File: src/pem_pkg.sv
// Shared types and constants for the Prewitt edge magnitude block.
// Used by the square-root unit and the top level; depends on nothing else.
`default_nettype none

package pem_pkg;

  localparam int unsigned PIX_W      = 8;
  localparam int unsigned ROW_W      = 12;
  localparam int unsigned COL_OUT_W  = 10;
  localparam int unsigned WCFG_W     = 11;
  localparam int unsigned HCFG_W     = 12;
  localparam int unsigned CFG_IDX_W  = 8;
  localparam int unsigned CFG_DATA_W = 12;
  localparam int unsigned MIN_DIM    = 3;

  localparam int unsigned GRAD_W     = 10;
  localparam int unsigned SUMSQ_W    = 21;
  localparam int unsigned ROOT_ACC_W = SUMSQ_W + 1;
  localparam int unsigned ROOT_STEPS = 11;
  localparam int unsigned STEP_W     = 4;

  localparam int unsigned EDGE_SCALE = 15;
  localparam int unsigned EDGE_MAX   = 255;

  typedef enum logic [CFG_IDX_W-1:0] {
    CFG_IMAGE_WIDTH  = 8'd0,
    CFG_IMAGE_HEIGHT = 8'd1
  } cfg_reg_e;

  typedef enum logic [1:0] {
    SQ_IDLE,
    SQ_SQUARE,
    SQ_ITER,
    SQ_DONE
  } sq_state_e;

  typedef struct packed {
    logic start;
    logic take;
  } sq_ctrl_t;

  typedef struct packed {
    logic busy;
    logic done;
  } sq_status_t;

endpackage

`default_nettype wire

File: src/pem_isqrt.sv
// Iterative gradient magnitude unit: squares two gradients, takes the floor
// square root one bit per cycle, then scales and saturates. Uses pem_pkg.
`default_nettype none

module pem_isqrt (
  input  wire logic                          clk_i,
  input  wire logic                          rst_ni,
  input  wire pem_pkg::sq_ctrl_t             ctrl_i,
  input  wire logic [pem_pkg::GRAD_W-1:0]    av_i,
  input  wire logic [pem_pkg::GRAD_W-1:0]    ah_i,
  output pem_pkg::sq_status_t                status_o,
  output logic      [pem_pkg::PIX_W-1:0]     edge_o
);
  import pem_pkg::*;

  sq_state_e               state_q, state_d;
  logic [GRAD_W-1:0]       av_q, ah_q;
  logic [SUMSQ_W-1:0]      rem_q;
  logic [ROOT_ACC_W-1:0]   root_q;
  logic [STEP_W-1:0]       step_q;
  logic [ROOT_ACC_W-1:0]   bit_w;
  logic [ROOT_ACC_W-1:0]   trial;
  logic                    fits;

  assign bit_w = ROOT_ACC_W'(1) << {step_q, 1'b0};
  assign trial = root_q + bit_w;
  assign fits  = {1'b0, rem_q} >= trial;

  always_comb begin
    state_d = state_q;
    unique case (state_q)
      SQ_IDLE:   if (ctrl_i.start) state_d = SQ_SQUARE;
      SQ_SQUARE: state_d = SQ_ITER;
      SQ_ITER:   if (step_q == '0) state_d = SQ_DONE;
      SQ_DONE:   if (ctrl_i.take) state_d = SQ_IDLE;
      default:   state_d = SQ_IDLE;
    endcase
  end

  always_comb begin
    status_o.busy = (state_q != SQ_IDLE);
    status_o.done = (state_q == SQ_DONE);
    if (root_q > ROOT_ACC_W'(EDGE_MAX / EDGE_SCALE)) begin
      edge_o = PIX_W'(EDGE_MAX);
    end else begin
      edge_o = PIX_W'(9'(root_q[4:0]) * 9'(EDGE_SCALE));
    end
  end

  always_ff @(posedge clk_i or negedge rst_ni) begin
    if (!rst_ni) begin
      state_q <= SQ_IDLE;
    end else begin
      state_q <= state_d;
    end
  end

  always_ff @(posedge clk_i) begin
    unique case (state_q)
      SQ_IDLE: begin
        av_q <= av_i;
        ah_q <= ah_i;
      end
      SQ_SQUARE: begin
        rem_q  <= SUMSQ_W'((2*GRAD_W)'(av_q) * (2*GRAD_W)'(av_q)) +
                  SUMSQ_W'((2*GRAD_W)'(ah_q) * (2*GRAD_W)'(ah_q));
        root_q <= '0;
        step_q <= STEP_W'(ROOT_STEPS - 1);
      end
      SQ_ITER: begin
        if (fits) begin
          rem_q  <= SUMSQ_W'({1'b0, rem_q} - trial);
          root_q <= (root_q >> 1) + bit_w;
        end else begin
          root_q <= root_q >> 1;
        end
        step_q <= step_q - 1'b1;
      end
      SQ_DONE: begin
      end
      default: begin
      end
    endcase
  end

endmodule

`default_nettype wire

File: config.mk
export PLATFORM = sky130hd
export DESIGN_NAME = pem_isqrt
export DESIGN_NICKNAME = d
export VERILOG_FILES = /design/src/pem_pkg.sv /design/src/pem_isqrt.sv
export SDC_FILE = /design/constraint.sdc
export NUM_CORES = 1
export LEC_CHECK = 0
export ABC_AREA = 1
export BUFFER_PORTS_ARGS = -buffer_cell sky130_fd_sc_hd__buf_2
export CORE_MARGIN = 1
export CORE_UTILIZATION = 50
export CTS_CLUSTER_SIZE = 25
export DETAILED_ROUTE_END_ITERATION = 7
export PLACE_DENSITY_LB_ADDON = 0.3
export REMOVE_ABC_BUFFERS = 1
export SLEW_MARGIN = 10
export SYNTH_ARGS = -nofsm -noshare
export SYNTH_HDL_FRONTEND = slang
export SYNTH_SLANG_ARGS = --single-unit
export TNS_END_PERCENT = 1
File: constraint.sdc
create_clock -name clk_i -period 10.2 [get_ports clk_i]
set_input_delay 2.04 -clock clk_i [delete_from_list [all_inputs] [get_ports clk_i]]
set_output_delay 2.04 -clock clk_i [all_outputs]
set_load 0.01 [all_outputs]
# After elaboration in Yosys (flattened, before gate mapping)

Index checks and enable logic that the tools add are counted.

Output and inout bits: 10
Input port bits: 24
Register bits: 69

Multiplexer cells: 10
$add $sub $neg: 5
Reductions and logical operators: 6
$lt $le $gt $ge: 2
Eq/ne operators: 7
Multiply operators: 3
Shift operators: 1

Operators by type and width:

| kind                                                | count |
|---|---|
| case mux 22 bit (2 select lines)                    | 1 |
| case mux 21 bit (2 select lines)                    | 1 |
| multiplier 10 x 10 -> 20 bit                        | 2 |
| adder 21 x 22 -> 22 bit                             | 1 |
| adder 22 bit                                        | 1 |
| >= comparator 21 x 22 -> 1 bit                      | 1 |
| > comparator 22 x 5 -> 1 bit, second input constant | 1 |
| 2-to-1 mux 22 bit                                   | 1 |
| << shifter 1 x 5 -> 22 bit, first input constant    | 1 |
| adder 20 x 20 -> 21 bit                             | 1 |
| 2-to-1 mux 21 bit                                   | 1 |
| subtractor 21 bit                                   | 1 |
| multiplier 5 x 4 -> 8 bit, second input constant    | 1 |
| 2-to-1 mux 8 bit                                    | 1 |
| inequality test 2 bit, second input constant        | 4 |
| case mux 2 bit (4 select lines)                     | 1 |
| case mux 4 bit (2 select lines)                     | 1 |
| 2-to-1 mux 2 bit                                    | 3 |
| equality test 2 bit, second input constant          | 2 |
| logical NOT 4 bit                                   | 1 |
| nonzero test 2 bit                                  | 2 |
| subtractor 4 x 1 -> 4 bit, second input constant    | 1 |
| AND reduction 3 bit                                 | 1 |
| equality test 2 x 1 -> 1 bit, second input constant | 1 |
| other kinds (2)                                     | 2 |

# Depth between registers and ports, before layout

Word-level depth: 5
Gate-level depth with buffers: 30

# Worst setup path after synthesis

No wires, ideal clock.

Path type: register to register
Start point: register ah_q[0]
End point: register rem_q[14], data pin
Arrival time: 5.615 ns
Setup slack: 4.330 ns
Required time: 9.944 ns
Period minus slack after synthesis: 5.870 ns
Path buffers: 1
Setup time: 0.256 ns
Cell stages (with the launch flop): 25
Path through: edfxtp_1 > clkbuf_1 > nand2_1 > fa_1 > fa_1 > inv_1 > fa_1 > fa_1 > fa_1 > fa_1 > inv_1 > fa_1 > inv_1 > ha_1 > nand2_1 > nor2_1 > inv_1 > nor2_1 > nand2_1 > nand3_1 > nand2_1 > nand2_1 > a21oi_1 > o21ai_0 > nand2_1

Word-level cells in the longest chain between the ends: 3

Ends and longest elaborated chain:

| what                             | RTL line        | text |
|---|---|---|
| start: declaration               | pem_isqrt.sv:17 | `logic [GRAD_W-1:0] av_q, ah_q;` |
| start signal: assignment         | pem_isqrt.sv:62 | `ah_q <= ah_i;` |
| multiplier 10 x 10 -> 20 bit     | pem_isqrt.sv:66 | `SUMSQ_W'((2*GRAD_W)'(ah_q) * (2*GRAD_W)'(ah_q));` |
| adder 20 x 20 -> 21 bit          | pem_isqrt.sv:65 | `rem_q <= SUMSQ_W'((2*GRAD_W)'(av_q) * (2*GRAD_W)'(av_q)) +` |
| case mux 21 bit (2 select lines) | pem_isqrt.sv:59 | `unique case (state_q)` |
| end signal: assignment           | pem_isqrt.sv:65 |  |
| end signal: assignment           | pem_isqrt.sv:72 | `rem_q <= SUMSQ_W'({1'b0, rem_q} - trial);` |
| end: declaration                 | pem_isqrt.sv:18 | `logic [SUMSQ_W-1:0] rem_q;` |

No other way between the ends.
A chain may end at the register's enable or synchronous reset.

# Worst setup path after layout

Start point: register av_q[2]
End point: register rem_q[19], data pin

Word-level cells in the longest chain between the ends: 3

Ends and longest elaborated chain:

| what                             | RTL line        | text |
|---|---|---|
| start: declaration               | pem_isqrt.sv:17 |  |
| start signal: assignment         | pem_isqrt.sv:61 | `av_q <= av_i;` |
| multiplier 10 x 10 -> 20 bit     | pem_isqrt.sv:65 |  |
| adder 20 x 20 -> 21 bit          | pem_isqrt.sv:65 |  |
| case mux 21 bit (2 select lines) | pem_isqrt.sv:59 |  |

No other way between the ends.

==> metrics.md <==
| Metric | Value |
|---|---|
| First-pass GRT wire length | `50800 um` |
| Setup Viol. Count Final | `0` |
| Worst slew pin tran | `1.19 ns` |
| CP cell instances | `nand2_1 -> fa_1 -> inv_1 -> fa_1 -> inv_1 -> fa_1 -> inv_1 -> fa_1 -> fa_1 -> fa_1 -> inv_1 -> fa_1 -> inv_1 -> ha_1 -> a21oi_1 -> o21a_1 -> nand2_1 -> nand2_1 -> nand3_1 -> o21ai_0 -> nand2_1` |
| Critical Path Max Stage Delay | `0.65 ns` |
| CTS buffer count | `9` |
| Final hold slack | `0.650 ns` |
| FF/Latch Area | `0.00206 sq mm` |
| Primary FF master, synth | `edfxtp_1` |
| Top cell type's share of synthesized area | `0.220` |
| Via count | `10.4k` |
| Final period utilization | `0.612` |
| Pre-CTS setup slack | `4.01 ns` |
| PnR worst setup slack | `3.96 ns` |
| Crit path capture type | `flop` |
| Crit Reg-Reg Startpoint | `av_q[2]` |
| WP buf/inv | `5` |
| Final Hold Viols | `0` |
| Aggregate global-route resource usage | `0.249` |
| Top cell by count, worst path | `fa_1` |
| Clock Skews | `0.0163 ns` |
| IO Pins | `34` |
| R2R Path End | `rem_q[19]` |
| Synth area leaders | `fa_1, edfxtp_1, ha_1` |
| Root buf cell | `clkbuf_16` |
| Clk buf depth | `2` |
| TritonCTS clock tree | `built` |
| Clock Latency Late Sink | `0.36 ns` |
| Synth top cells by count | `nand2_1, inv_1, ha_1` |
| Crit Path Max Fanout | `11` |
| Area of the multi-input gates | `0.00889 sq mm` |
| Setup_tns | `0 ns` |
| Die Span Y | `160 um` |
| H-Tree Depth | `3` |
| Cts hold-fix bufs | `0` |
| Post-CTS Resized | `0` |
| Hold Path End | `step_q[0]` |
| Via count of the first global-routing pass | `10.5k` |
| Count leader, synth | `nand2_1` |
| RSZ-0062 raised after global routing | `false` |
| Mapped Cells | `1628` |
| Via-to-Cell Ratio | `5.31` |
| Reg2Reg Setup Slack | `3.96 ns` |
| Area leader, netlist | `fa_1` |
| Fin nets | `1953` |
| CP Launch Type | `flop` |
| CP top delay family | `adder cells` |
| # diodes | `0` |
| Port Buffers | `33` |
| Die area | `0.0255 sq mm` |
| Largest net degree at the start of global routing | `41` |
| R2R cell count | `21` |
| Crit path kind | `flop to flop` |
| FP Rows | `57` |
| Register area share after synthesis | `0.166` |
| GP Congestion | `0.977` |
| Critical path required time | `10.29 ns` |
| Tmin final | `6.24 ns` |
| Share of post-route cells with drive strength above 1 | `0.0457` |
| Worst min-delay path category | `flop to flop` |
| Synth cell types | `42` |
| Pre-antenna DRT Iters | `5` |
| Max Cap Violations | `0` |
| Setup bufs post-CTS | `0` |
| Async S/R FF share, synth | `0.0290` |
| WL final | `30700 um` |
| Gr ovfl total | `0` |
| Ys Warns | `0` |
| Max_slew headroom | `0.205` |
| Slew Limit Fails | `0` |
| Post-Syn Area | `0.0125 sq mm` |
| Max stage delay cell, worst path | `edfxtp_1` |
| Core area | `0.0244 sq mm` |
| DRT iter0 DRCs | `731` |
| Die W | `160 um` |
| WP data arrival | `6.34 ns` |
| Status | `completed` |
| Clk pin slew, worst setup/hold paths | `0.07 ns` |
| Synthesized flop and latch total | `69` |
| Area growth from synthesis to layout | `5.56%` |
| CTS sink count | `69` |
| Post-DP HPWL | `25500 um` |
| Hold Startpoint | `step_q[0]` |
| Hold Crit Depth | `1` |
| WL per Instance | `15.6 um` |
| EDFF count, synth | `67` |
| Fill cells | `2371` |
| Post-route ant nets | `0` |
| DRC Markers | `0` |
| Initial antenna violation count | `0` |
| FMAX | `160 MHz` |
| Initial core utilization | `0.510` |
| Avg Cell Area, Syn | `7.65 sq um` |
==> logic make-up (layout without fill, tap and decap cells) <==
group | after synthesis | after routing | share of synthesized area
AOI/OAI and AO/OA | 197 | 197 | 0.0858
xor gates and xnor gates | 50 | 50 | 0.0352
adders and majority gates | 294 | 294 | 0.378
buffers and inverters | 387 | 399 | 0.120
DFF | 69 | 69 | 0.166
and+or+nand+nor | 631 | 631 | 0.215
==> cells in the final DEF, fill, tap and decap left out, types with 3 or more instances in the layout <==
cell type and instances:
or2_2 5, buf_2 33, nor2_2 3, a31oi_1 6, xnor2_1 24, ha_1 157, o21bai_1 8, a21oi_1 92
fa_1 137, inv_1 348, nor4_1 5, nand2_1 390, o22ai_1 3, edfxtp_1 67, a21oi_2 3, nand2_2 4
nand3b_1 11, and2_1 4, a21o_1 6, nor2_1 90, xor2_1 26, clkbuf_16 9, nand3_1 82, nand4_1 16
o21a_1 3, o21ai_1 6, nor3_1 13, o21ai_0 64
==> flip-flops by register name, summed over array words and instances (netlist names) <==
signal / cells
root_q: 22
av_q: 10
state_q: 2
ah_q: 10
step_q: 4
rem_q: 21
==> routing by layer <==
metal / GRT usage / wire length [um] / vias up
met5: 0 / 0 / -
met4: 0.0853 / 815 / 0
met3: 0.0229 / 1240 / 54
met2: 0.431 / 14500 / 283
met1: 0.328 / 14100 / 4962
li1: - / - / 5125
==> stage by stage <==
stage / area, sq um / utilization / instances
5_1_grt: 13100 / 0.539 / 1964
2_1_floorplan: 12300 / - / 1589
6_report: 13100 / 0.539 / 1964
3_5_place_dp: 12800 / 0.527 / 1948
3_3_place_gp: 12800 / 0.527 / 1948
4_1_cts: 13100 / 0.539 / 1964
==> worst max path at each step <==
stage	startpoint	to	slack (ns)	depth (start not counted)
6_report	av_q[2]	rem_q[19]	3.96	21
3_3_place_gp	av_q[2]	rem_q[19]	4.04	21
2_1_floorplan	av_q[2]	rem_q[14]	4.42	25
4_1_cts	ah_q[0]	rem_q[14]	3.96	20
5_1_grt	step_q[0]	rem_q[11]	3.49	27
3_5_place_dp	av_q[7]	rem_q[18]	4.01	21
==> area by class of cell <==
type | instances | share of cell area
Clock buffer | 9 | 0.0171
Clock inverter | 7 | 0.00562
Inverter | 348 | 0.0994
Multi-Input combinational cell | 1172 | 0.676
Sequential cell | 69 | 0.157
Tap cell | 324 | 0.0308
Timing Repair Buffer | 35 | 0.0137
Power is left out: the tool's default activity adds up to more than one toggle a clock period on the data nets, which glitch-free logic cannot reach.
